$ cat src/rtl/rlss_pkg.sv
// Package for the RGB LED string serializer: opcodes, register indexes,
// configuration and command structs, and the store geometry.
// No dependencies.
`timescale 1ns / 1ps

package rlss_pkg;

  localparam int MAX_LEDS   = 64;
  localparam int LED_AW     = $clog2(MAX_LEDS);
  localparam int LED_CNT_W  = 7;
  localparam int WORD_BITS  = 24;
  localparam int BIT_PTR_W  = 5;
  localparam int CFG_IDX_W  = 3;
  localparam int CFG_DATA_W = 12;

  localparam logic [LED_CNT_W-1:0] MAX_CNT = LED_CNT_W'(MAX_LEDS);

  typedef enum logic [1:0] {
    OP_SET   = 2'd0,
    OP_GET   = 2'd1,
    OP_START = 2'd2,
    OP_TICK  = 2'd3
  } op_e;

  typedef enum logic [CFG_IDX_W-1:0] {
    CFG_BIT_PERIOD = 3'd0,
    CFG_HIGH_TIME  = 3'd1,
    CFG_LOW_TIME   = 3'd2,
    CFG_LED_COUNT  = 3'd3,
    CFG_TRAILER    = 3'd4,
    CFG_FREE_RUN   = 3'd5
  } cfg_idx_e;

  typedef enum logic {
    ST_IDLE = 1'b0,
    ST_EXEC = 1'b1
  } state_e;

  typedef struct packed {
    logic [7:0]           bit_period;
    logic [7:0]           high_time;
    logic [7:0]           low_time;
    logic [LED_CNT_W-1:0] led_count;
    logic [11:0]          trailer_slots;
    logic                 free_running;
  } cfg_t;

  // controller -> datapath
  typedef struct packed {
    logic capture;  // latch the input item and launch the store read
    logic commit;   // apply the item and load the output register
  } cmd_t;

endpackage

$ cat src/rtl/rgb_led_string_serializer_core.sv
// Top level of the RGB LED string serializer: ties configuration registers,
// controller and datapath together. Depends on rlss_pkg, rlss_cfg,
// rlss_ctrl and rlss_dp.
`timescale 1ns / 1ps

// Usage:
//  Input channel (in_valid_i / in_stall_o) carries one operation per transfer:
//  set color, get color, start frame or one timer tick. Every item yields
//  exactly one result on the output channel (out_valid_o / out_stall_i).
//  Configuration writes go through cfg_valid_i / cfg_ready_o with a register
//  index and data; ready is always high. Write registers only while idle.
//  Sequence: an item is taken in the idle step and executed in the execute
//  step, because the 64-entry frame store has a registered read port; the
//  execute step waits while a held result fills the output register. The
//  result is written to the output register when the item executes.
//  A new item is taken while the previous result still waits in the output
//  register; if the receiver stalls, the next item waits in the execute step
//  until the output register drains, and the input side stalls meanwhile.
//  Reset clears all control state and the per-entry valid flags of the
//  store, so every color reads as zero at once; no clearing pass is needed.
//  Configuration returns to its documented reset values.
module rgb_led_string_serializer_core (
  input  logic                             clk_i,
  input  logic                             rst_ni,
  input  logic                             in_valid_i,
  output logic                             in_stall_o,
  input  logic [1:0]                       op_i,
  input  logic [5:0]                       led_index_i,
  input  logic [7:0]                       red_in_i,
  input  logic [7:0]                       green_in_i,
  input  logic [7:0]                       blue_in_i,
  output logic                             out_valid_o,
  input  logic                             out_stall_i,
  output logic                             line_level_o,
  output logic                             busy_res_o,
  output logic                             frame_done_o,
  output logic [7:0]                       red_out_o,
  output logic [7:0]                       green_out_o,
  output logic [7:0]                       blue_out_o,
  output logic                             index_error_o,
  input  logic                             cfg_valid_i,
  output logic                             cfg_ready_o,
  input  logic [rlss_pkg::CFG_IDX_W-1:0]   cfg_index_i,
  input  logic [rlss_pkg::CFG_DATA_W-1:0]  cfg_data_i
);

  rlss_pkg::cfg_t cfg;
  rlss_pkg::cmd_t cmd;

  rlss_cfg u_cfg (
    .clk_i       (clk_i),
    .rst_ni      (rst_ni),
    .cfg_valid_i (cfg_valid_i),
    .cfg_ready_o (cfg_ready_o),
    .cfg_index_i (cfg_index_i),
    .cfg_data_i  (cfg_data_i),
    .cfg_o       (cfg)
  );

  rlss_ctrl u_ctrl (
    .clk_i       (clk_i),
    .rst_ni      (rst_ni),
    .in_valid_i  (in_valid_i),
    .in_stall_o  (in_stall_o),
    .out_valid_o (out_valid_o),
    .out_stall_i (out_stall_i),
    .cmd_o       (cmd)
  );

  rlss_dp u_dp (
    .clk_i         (clk_i),
    .rst_ni        (rst_ni),
    .cmd_i         (cmd),
    .cfg_i         (cfg),
    .op_i          (op_i),
    .led_index_i   (led_index_i),
    .red_in_i      (red_in_i),
    .green_in_i    (green_in_i),
    .blue_in_i     (blue_in_i),
    .line_level_o  (line_level_o),
    .busy_res_o    (busy_res_o),
    .frame_done_o  (frame_done_o),
    .red_out_o     (red_out_o),
    .green_out_o   (green_out_o),
    .blue_out_o    (blue_out_o),
    .index_error_o (index_error_o)
  );

endmodule

$ cat src/rtl/rlss_cfg.sv
// Configuration register file for the RGB LED string serializer.
// Depends on rlss_pkg.
`timescale 1ns / 1ps

module rlss_cfg (
  input  logic                             clk_i,
  input  logic                             rst_ni,
  input  logic                             cfg_valid_i,
  output logic                             cfg_ready_o,
  input  logic [rlss_pkg::CFG_IDX_W-1:0]   cfg_index_i,
  input  logic [rlss_pkg::CFG_DATA_W-1:0]  cfg_data_i,
  output rlss_pkg::cfg_t                   cfg_o
);

  rlss_pkg::cfg_t cfg_q, cfg_d;

  assign cfg_ready_o = 1'b1;
  assign cfg_o       = cfg_q;

  always_comb begin
    cfg_d = cfg_q;
    if (cfg_valid_i) begin
      unique case (rlss_pkg::cfg_idx_e'(cfg_index_i))
        rlss_pkg::CFG_BIT_PERIOD: cfg_d.bit_period    = cfg_data_i[7:0];
        rlss_pkg::CFG_HIGH_TIME:  cfg_d.high_time     = cfg_data_i[7:0];
        rlss_pkg::CFG_LOW_TIME:   cfg_d.low_time      = cfg_data_i[7:0];
        rlss_pkg::CFG_LED_COUNT:  cfg_d.led_count     = cfg_data_i[rlss_pkg::LED_CNT_W-1:0];
        rlss_pkg::CFG_TRAILER:    cfg_d.trailer_slots = cfg_data_i[11:0];
        rlss_pkg::CFG_FREE_RUN:   cfg_d.free_running  = cfg_data_i[0];
        default: ;
      endcase
    end
  end

  always_ff @(posedge clk_i or negedge rst_ni) begin
    if (!rst_ni) begin
      cfg_q.bit_period    <= 8'd10;
      cfg_q.high_time     <= 8'd7;
      cfg_q.low_time      <= 8'd3;
      cfg_q.led_count     <= rlss_pkg::MAX_CNT;
      cfg_q.trailer_slots <= 12'd0;
      cfg_q.free_running  <= 1'b0;
    end else begin
      cfg_q <= cfg_d;
    end
  end

endmodule

$ cat src/rtl/rlss_ctrl.sv
// Controller for the RGB LED string serializer: input/output handshake and
// the two-step accept/execute sequence. Depends on rlss_pkg.
`timescale 1ns / 1ps

module rlss_ctrl (
  input  logic               clk_i,
  input  logic               rst_ni,
  input  logic               in_valid_i,
  output logic               in_stall_o,
  output logic               out_valid_o,
  input  logic               out_stall_i,
  output rlss_pkg::cmd_t     cmd_o
);

  rlss_pkg::state_e state_q, state_d;
  logic             out_valid_q, out_valid_d;

  always_comb begin
    state_d     = state_q;
    out_valid_d = out_valid_q;
    cmd_o       = '0;
    in_stall_o  = 1'b1;
    if (out_valid_q && !out_stall_i) begin
      out_valid_d = 1'b0;
    end
    unique case (state_q)
      rlss_pkg::ST_IDLE: begin
        in_stall_o = 1'b0;
        if (in_valid_i) begin
          cmd_o.capture = 1'b1;
          state_d       = rlss_pkg::ST_EXEC;
        end
      end
      rlss_pkg::ST_EXEC: begin
        // output slot is free or drains this cycle
        if (!out_valid_q || !out_stall_i) begin
          cmd_o.commit = 1'b1;
          out_valid_d  = 1'b1;
          state_d      = rlss_pkg::ST_IDLE;
        end
      end
      default: state_d = rlss_pkg::ST_IDLE;
    endcase
  end

  always_ff @(posedge clk_i or negedge rst_ni) begin
    if (!rst_ni) begin
      state_q     <= rlss_pkg::ST_IDLE;
      out_valid_q <= 1'b0;
    end else begin
      state_q     <= state_d;
      out_valid_q <= out_valid_d;
    end
  end

  assign out_valid_o = out_valid_q;

endmodule

$ cat src/rtl/rlss_dp.sv
// Datapath for the RGB LED string serializer: frame store, frame sequencing
// counters, bit shifter and output register. Depends on rlss_pkg.
`timescale 1ns / 1ps

module rlss_dp (
  input  logic                              clk_i,
  input  logic                              rst_ni,
  input  rlss_pkg::cmd_t                    cmd_i,
  input  rlss_pkg::cfg_t                    cfg_i,
  input  logic [1:0]                        op_i,
  input  logic [5:0]                        led_index_i,
  input  logic [7:0]                        red_in_i,
  input  logic [7:0]                        green_in_i,
  input  logic [7:0]                        blue_in_i,
  output logic                              line_level_o,
  output logic                              busy_res_o,
  output logic                              frame_done_o,
  output logic [7:0]                        red_out_o,
  output logic [7:0]                        green_out_o,
  output logic [7:0]                        blue_out_o,
  output logic                              index_error_o
);

  localparam int AW = rlss_pkg::LED_AW;
  localparam int CW = rlss_pkg::LED_CNT_W;
  localparam int WB = rlss_pkg::WORD_BITS;
  localparam int BW = rlss_pkg::BIT_PTR_W;

  // captured item
  rlss_pkg::op_e op_q;
  logic [5:0]    idx_q;
  logic [7:0]    red_q, green_q, blue_q;

  // frame store; an entry never written reads as zero
  logic [WB-1:0]       mem [rlss_pkg::MAX_LEDS];
  logic [rlss_pkg::MAX_LEDS-1:0] vld_q;
  logic [WB-1:0]       rd_word_q;
  logic                rd_vld_q;
  logic [AW-1:0]       rd_addr;
  logic [WB-1:0]       word;

  // frame state
  logic          sending_q, sending_d;
  logic [CW-1:0] led_ptr_q, led_ptr_d;
  logic [BW-1:0] bit_ptr_q, bit_ptr_d;
  logic [7:0]    tick_q, tick_d;
  logic [11:0]   trl_q, trl_d;
  logic [WB-1:0] shift_q, shift_d;

  // result
  logic       level, done, err, wr_en;
  logic [7:0] ro, go, bo;

  logic [CW-1:0] count;
  logic [7:0]    period;

  assign count  = (cfg_i.led_count > rlss_pkg::MAX_CNT) ? rlss_pkg::MAX_CNT : cfg_i.led_count;
  assign period = (cfg_i.bit_period == 8'd0) ? 8'd1 : cfg_i.bit_period;

  assign rd_addr = (rlss_pkg::op_e'(op_i) == rlss_pkg::OP_GET) ? led_index_i[AW-1:0]
                                                                : led_ptr_q[AW-1:0];
  assign word    = rd_vld_q ? rd_word_q : '0;

  always_ff @(posedge clk_i) begin
    if (cmd_i.capture) begin
      op_q      <= rlss_pkg::op_e'(op_i);
      idx_q     <= led_index_i;
      red_q     <= red_in_i;
      green_q   <= green_in_i;
      blue_q    <= blue_in_i;
      rd_word_q <= mem[rd_addr];
    end
    if (wr_en) begin
      mem[idx_q[AW-1:0]] <= {green_q, red_q, blue_q};
    end
  end

  always_ff @(posedge clk_i or negedge rst_ni) begin
    if (!rst_ni) begin
      vld_q    <= '0;
      rd_vld_q <= 1'b0;
    end else begin
      if (cmd_i.capture) rd_vld_q <= vld_q[rd_addr];
      if (wr_en)         vld_q[idx_q[AW-1:0]] <= 1'b1;
    end
  end

  always_comb begin
    logic [8:0]    tick_inc;
    logic [WB-1:0] sw;
    logic [BW-1:0] bp_inc;
    tick_inc  = {1'b0, tick_q} + 9'd1;
    sw        = shift_q;
    bp_inc    = bit_ptr_q + BW'(1);
    sending_d = sending_q;
    led_ptr_d = led_ptr_q;
    bit_ptr_d = bit_ptr_q;
    tick_d    = tick_q;
    trl_d     = trl_q;
    shift_d   = shift_q;
    level     = 1'b0;
    done      = 1'b0;
    err       = 1'b0;
    wr_en     = 1'b0;
    ro        = '0;
    go        = '0;
    bo        = '0;
    case (op_q) inside
      rlss_pkg::OP_SET, rlss_pkg::OP_GET: begin
        if ({1'b0, idx_q} >= count) begin
          err = 1'b1;
        end else if (op_q == rlss_pkg::OP_SET) begin
          wr_en = cmd_i.commit;
        end else begin
          go = word[23:16];
          ro = word[15:8];
          bo = word[7:0];
        end
      end
      rlss_pkg::OP_START: begin
        if (!sending_q) begin
          sending_d = 1'b1;
          led_ptr_d = '0;
          bit_ptr_d = '0;
          tick_d    = '0;
          trl_d     = '0;
          shift_d   = '0;
        end
      end
      default: begin
        if (sending_q) begin
          if (led_ptr_q < count) begin
            // first tick of an LED loads its word from the store
            if (bit_ptr_q == '0 && tick_q == '0) sw = word;
            level = ({1'b0, tick_q} < {1'b0, sw[WB-1] ? cfg_i.high_time : cfg_i.low_time});
            if (tick_inc >= {1'b0, period}) begin
              tick_d  = '0;
              shift_d = {sw[WB-2:0], 1'b0};
              if (bp_inc >= BW'(WB)) begin
                bit_ptr_d = '0;
                led_ptr_d = led_ptr_q + CW'(1);
              end else begin
                bit_ptr_d = bp_inc;
              end
            end else begin
              tick_d  = tick_inc[7:0];
              shift_d = sw;
            end
          end else if (trl_q < cfg_i.trailer_slots) begin
            if (tick_inc >= {1'b0, period}) begin
              tick_d = '0;
              trl_d  = trl_q + 12'd1;
            end else begin
              tick_d = tick_inc[7:0];
            end
          end
          if (led_ptr_d >= count && trl_d >= cfg_i.trailer_slots) begin
            done      = 1'b1;
            sending_d = cfg_i.free_running;
            led_ptr_d = '0;
            bit_ptr_d = '0;
            tick_d    = '0;
            trl_d     = '0;
            if (cfg_i.free_running) shift_d = '0;
          end
        end
      end
    endcase
  end

  always_ff @(posedge clk_i or negedge rst_ni) begin
    if (!rst_ni) begin
      sending_q <= 1'b0;
      led_ptr_q <= '0;
      bit_ptr_q <= '0;
      tick_q    <= '0;
      trl_q     <= '0;
      shift_q   <= '0;
    end else if (cmd_i.commit) begin
      sending_q <= sending_d;
      led_ptr_q <= led_ptr_d;
      bit_ptr_q <= bit_ptr_d;
      tick_q    <= tick_d;
      trl_q     <= trl_d;
      shift_q   <= shift_d;
    end
  end

  always_ff @(posedge clk_i) begin
    if (cmd_i.commit) begin
      line_level_o  <= level;
      busy_res_o    <= sending_d;
      frame_done_o  <= done;
      red_out_o     <= ro;
      green_out_o   <= go;
      blue_out_o    <= bo;
      index_error_o <= err;
    end
  end

endmodule

$ cat config.mk
export PLATFORM = sky130hd
export DESIGN_NAME = rgb_led_string_serializer_core
export DESIGN_NICKNAME = d
export VERILOG_FILES = /design/src/rtl/rlss_pkg.sv /design/src/rtl/rgb_led_string_serializer_core.sv /design/src/rtl/rlss_cfg.sv /design/src/rtl/rlss_ctrl.sv /design/src/rtl/rlss_dp.sv
export SDC_FILE = /design/constraint.sdc
export NUM_CORES = 2
export LEC_CHECK = 0
export BUFFER_PORTS_ARGS = -buffer_cell sky130_fd_sc_hd__buf_2
export CAP_MARGIN = 10
export CORE_AREA = 2 2 347 607
export CTS_CLUSTER_SIZE = 28
export DETAILED_ROUTE_END_ITERATION = 10
export DIE_AREA = 0 0 349 609
export HOLD_SLACK_MARGIN = 0.1
export PLACE_DENSITY = 0.53
export SYNTH_ARGS = -nofsm -noshare
export SYNTH_HDL_FRONTEND = slang
export SYNTH_SLANG_ARGS = --single-unit
$ cat constraint.sdc
create_clock -name clk_i -period 4.96 [get_ports clk_i]
set_input_delay 0.744 -clock clk_i [delete_from_list [all_inputs] [get_ports clk_i]]
set_output_delay 0.744 -clock clk_i [all_outputs]
set_load 0.005 [all_outputs]
==> impl_metrics.csv <==
group,metric,value,unit
status,outcome,"finished clean",
worst_setup_path,worst_r2r_path_depth,19,
min_path,worst_hold_path.num_cells,3,
synthesis,synth.top_cells.by_area,"sky130_fd_sc_hd__edfxtp_1 (67%), sky130_fd_sc_hd__mux2i_1 (6.2%), sky130_fd_sc_hd__dfrtp_1 (5.5%)",
synthesis,synth_area,0.0724,sq mm
floorplanning,floorplan.initialDensity,34.8,%
global_route,gr-usage-all-layers,20.4,%
sta,final.setup.tns,0,ns
synthesis,synth_async_sr_flop_share,9.40,%
floorplanning,dieArea,0.213,sq mm
clocking,cts_buffers,167,
sta,maxSlewHeadroom,19.2,%
route,vias_per_std_cell,5.43,
sta,layout_worst_path_cycle_share,95.7,%
clocking,cts_tree,"built",
worst_setup_path,crit_path_end_kind,"register",
pwr,total_power_density_per_cell_area,448,mW/mm^2
sta,clock-skew-final,0.0849,ns
route,first_iter_violations,3672,
synthesis,number_of_distinct_standard_cells_referenced_by_the_synthesized_netlist,91,
route,routed_wl,221000,um
global_route,grt_antenna_before_repair,19,
layout,final-seq-area,0.0529,sq mm
synthesis,yosys_register_bits,1788,
synthesis,synth.yosys.seq_area_share,73.1,%
placed_design,place_congestion,0.884,
route,first_pass_iters,5,
worst_setup_path,timing.critical_path.from_type,"register",
synthesis,yosys_warnings,0,
clocking,number_of_buffers_on_the_longest_clock_path,4,
worst_setup_path,rrSetupSlack,0.21,ns
worst_setup_path,path_max_fanout,24,
route,wl_per_cell,27.2,um
worst_setup_path,critPathRequiredTime,5.64,ns
worst_setup_path,crit_type,"reg2reg",
layout,flow.area_growth_from_synthesis,15.3,%
placed_design,placed_insts,7734,
synthesis,yosys.area.top_type,"sky130_fd_sc_hd__edfxtp_1",
clocking,cts.root.buffer_cell,"sky130_fd_sc_hd__clkbuf_16",
sta,worst-slew-pin-transition,1.20,ns
floorplanning,floorplan.die.width,349,um
sta,rsz0062_at_grt,"false",
global_route,grt_pass1_vias,44146,
clocking,clk_transition_reported_paths,0.07,ns
route,vias,43969,
layout,final_layout_size_suffix_gt1_share,15.4,%
clocking,tritoncts_num_sinks,1788,
pwr,ir_drop,0.267,mV
route,post-route-drc-count,0,
placed_design,dp.final_hpwl,134000,um
clocking,cts_max_level,4,
route,post_route_ant_nets,0,
worst_setup_path,timing.critical_path.arrival,5.43,ns
layout,multi_input_comb_area,0.0183,sq mm
sta,fmax,211,MHz
floorplanning,std_cell_core_area,0.208,sq mm
sta,maxSlewViolCount,0,
sta,finalHoldViolCount,0,
synthesis,synth-edff-count,1620,
global_route,grt_pass1_wl,314000,um
synthesis,mappedNetlistNets,5070,
synthesis,post_synth_inst_count,4948,
pwr,leakage,0.0281,uW
flow_run,maxCapViolations,0,
clocking,clkLatencyLatePin,0.82,ns
global_route,grt_start_max_net_pins,104,
sta,finalSetupViolCount,0,
floorplanning,chipHeight,609,um
synthesis,synthFlopType,"sky130_fd_sc_hd__edfxtp_1",
layout,final_net_count,5365,
global_route,overflow,0,
placed_design,port_buffers,81,
layout,num-fill-cells,18982,
synthesis,synth_top_area_share,67.2,%
sta,layout_min_cycle_time,4.75,ns
min_path,worst_hold_path_type,"in2reg",
floorplanning,ioPinCount,83,
synthesis,synth_area_per_cell,14.6,sq um
layout,post_layout_nonfiller_instances,8097,
floorplanning,placement_rows,222,
routing by layer:
layer	vias to the layer above	track usage [%]	routed length, um
met3	331	1.99	8960
met4	4	11.8	13200
li1	19606	-	-
met5	-	0	21
met1	22809	22.5	80400
met2	1219	37.6	118000
layout by cell type, fill, tap and decap left out, types with 20 or more instances in the layout:
master	Yosys	routed
sky130_fd_sc_hd__edfxtp_1	1620	1620
sky130_fd_sc_hd__nand2_1	869	863
sky130_fd_sc_hd__mux2i_1	447	447
sky130_fd_sc_hd__buf_4	31	285
sky130_fd_sc_hd__nand3_1	224	223
sky130_fd_sc_hd__o22ai_1	193	193
sky130_fd_sc_hd__clkbuf_16	0	170
sky130_fd_sc_hd__dfrtp_1	160	160
sky130_fd_sc_hd__a31oi_1	141	139
sky130_fd_sc_hd__o21ai_0	132	123
sky130_fd_sc_hd__nor2_1	85	83
sky130_fd_sc_hd__nand4_1	80	80
sky130_fd_sc_hd__buf_2	80	80
sky130_fd_sc_hd__ha_1	70	69
sky130_fd_sc_hd__a21oi_1	62	62
sky130_fd_sc_hd__a31o_2	63	62
sky130_fd_sc_hd__a32oi_1	50	50
sky130_fd_sc_hd__diode_2	0	45
sky130_fd_sc_hd__inv_1	45	44
sky130_fd_sc_hd__and3_1	41	41
sky130_fd_sc_hd__clkbuf_1	123	34
sky130_fd_sc_hd__nor3_2	1	33
sky130_fd_sc_hd__buf_12	0	30
sky130_fd_sc_hd__mux2_2	29	29
sky130_fd_sc_hd__clkinv_2	0	29
sky130_fd_sc_hd__clkinv_1	0	28
sky130_fd_sc_hd__nor4_2	1	26
sky130_fd_sc_hd__a32o_1	26	26
sky130_fd_sc_hd__dlygate4sd3_1	0	26
sky130_fd_sc_hd__and4_1	24	24
sky130_fd_sc_hd__xnor2_1	21	21
sky130_fd_sc_hd__a21o_1	21	20
path summary, 6_finish.rpt:
check                                           start                            to
min in group asynchronous                      rst_ni  u_ctrl.out_valid_o$_DFF_PN0_
setup reg to reg           u_dp.tick_q[3]$_DFFE_PN0P_   u_dp.shift_q[0]$_DFFE_PN0P_
setup / recovery           u_dp.tick_q[3]$_DFFE_PN0P_   u_dp.shift_q[0]$_DFFE_PN0P_
hold / removal                          cfg_data_i[8]    u_cfg.cfg_o[9]$_DFFE_PN0P_
max in group asynchronous                      rst_ni    u_dp.trl_q[11]$_DFFE_PN0P_
hold reg to reg             u_dp.vld_q[9]$_DFFE_PN0P_     u_dp.vld_q[9]$_DFFE_PN0P_
Yosys cell counts, types with 62 or more instances:
master,instances
sky130_fd_sc_hd__a21oi_1,62
sky130_fd_sc_hd__nand2_1,869
sky130_fd_sc_hd__ha_1,70
sky130_fd_sc_hd__mux2i_1,447
sky130_fd_sc_hd__clkbuf_1,123
sky130_fd_sc_hd__o21ai_0,132
sky130_fd_sc_hd__buf_2,80
sky130_fd_sc_hd__nor2_1,85
sky130_fd_sc_hd__dfrtp_1,160
sky130_fd_sc_hd__a31o_2,63
sky130_fd_sc_hd__a31oi_1,141
sky130_fd_sc_hd__nand3_1,224
sky130_fd_sc_hd__edfxtp_1,1620
sky130_fd_sc_hd__nand4_1,80
sky130_fd_sc_hd__o22ai_1,193
power by group:
| part | internal, uW | switching [uW] |
|---|---|---|
| combinational | 2050 | 4820 |
| sequential | 17500 | 340 |
| clock | 7170 | 5560 |
| total | 26700 | 10700 |
cell type report:
cell class                 instances  area share [%]
inverter                          45           0.204
clock inverter                    82           0.964
sequential                      1788            63.3
antenna                           45           0.135
tap                             2688            4.03
timing repair buffer             423            4.12
clock buffer                     208            5.32
multi-input combinational       2818            21.9
kinds of logic after synthesis:
group	Yosys count	synth area share, %
AOI/OAI and AO/OA	765	7.08
xor gates and xnor gates	24	0.291
DFF	1788	73.1
buffers and inverters	342	2.35
and+or+nand+nor	1476	9.21
other	1	0.00518
muxes	482	6.80
adders and majority gates	70	1.21
per-stage QoR:
stage | utilization [%] | hold WS, ns | instance area [sq um] | power [uW] | setup WS [ns]
after detailed placement | 37.4 | 0.450 | 77800 | 25000 | -0.0754
after CTS | 40.0 | 0.108 | 83300 | 37700 | 0.0843
after floorplan | - | 0.424 | 72400 | 21700 | -0.140
after global placement | 37.4 | 0.443 | 77800 | 24900 | -0.00652
after global routing | 40.1 | 0.154 | 83500 | 38700 | 0.00695
final | 40.1 | 0.167 | 83500 | 37400 | 0.214
repair_timing:
action,4_1_cts,5_1_grt
endpoints found under the hold margin,104,0
resized for setup,1,5
setup buffers,0,1
hold buffers,26,0
setup endpoints to repair,7,45
state kept, by name, indices dropped and copies added (netlist names), 2 cells and up:
register	count
u_cfg.cfg_o	44
u_dp.bit_ptr_q	5
u_dp.blue_out_o	8
u_dp.blue_q	8
u_dp.green_out_o	8
u_dp.green_q	8
u_dp.idx_q	6
u_dp.led_ptr_q	7
u_dp.mem	1536
u_dp.op_q	2
u_dp.rd_word_q	24
u_dp.red_out_o	8
u_dp.red_q	8
u_dp.shift_q	24
u_dp.tick_q	8
u_dp.trl_q	12
u_dp.vld_q	64
worst max-delay path, stage by stage, from the launching register on:
cell,delay (ns)
sky130_fd_sc_hd__dfrtp_1,0.36
sky130_fd_sc_hd__nand3_1,0.17
sky130_fd_sc_hd__or3_1,0.42
sky130_fd_sc_hd__nand2_1,0.10
sky130_fd_sc_hd__ha_1,0.25
sky130_fd_sc_hd__a21o_1,0.19
sky130_fd_sc_hd__a21o_1,0.16
sky130_fd_sc_hd__a221o_1,0.39
sky130_fd_sc_hd__a21oi_4,0.28
sky130_fd_sc_hd__buf_4,0.22
sky130_fd_sc_hd__nor3_4,0.08
sky130_fd_sc_hd__mux2_2,0.30
sky130_fd_sc_hd__ha_1,0.28
sky130_fd_sc_hd__a21o_1,0.12
sky130_fd_sc_hd__a211oi_1,0.07
sky130_fd_sc_hd__o21ai_1,0.39
sky130_fd_sc_hd__nand3_1,0.19
sky130_fd_sc_hd__and3_1,0.26
sky130_fd_sc_hd__buf_12,0.18
sky130_fd_sc_hd__a32o_1,0.25
No activity file was read; power rests on OpenSTA's default activity.
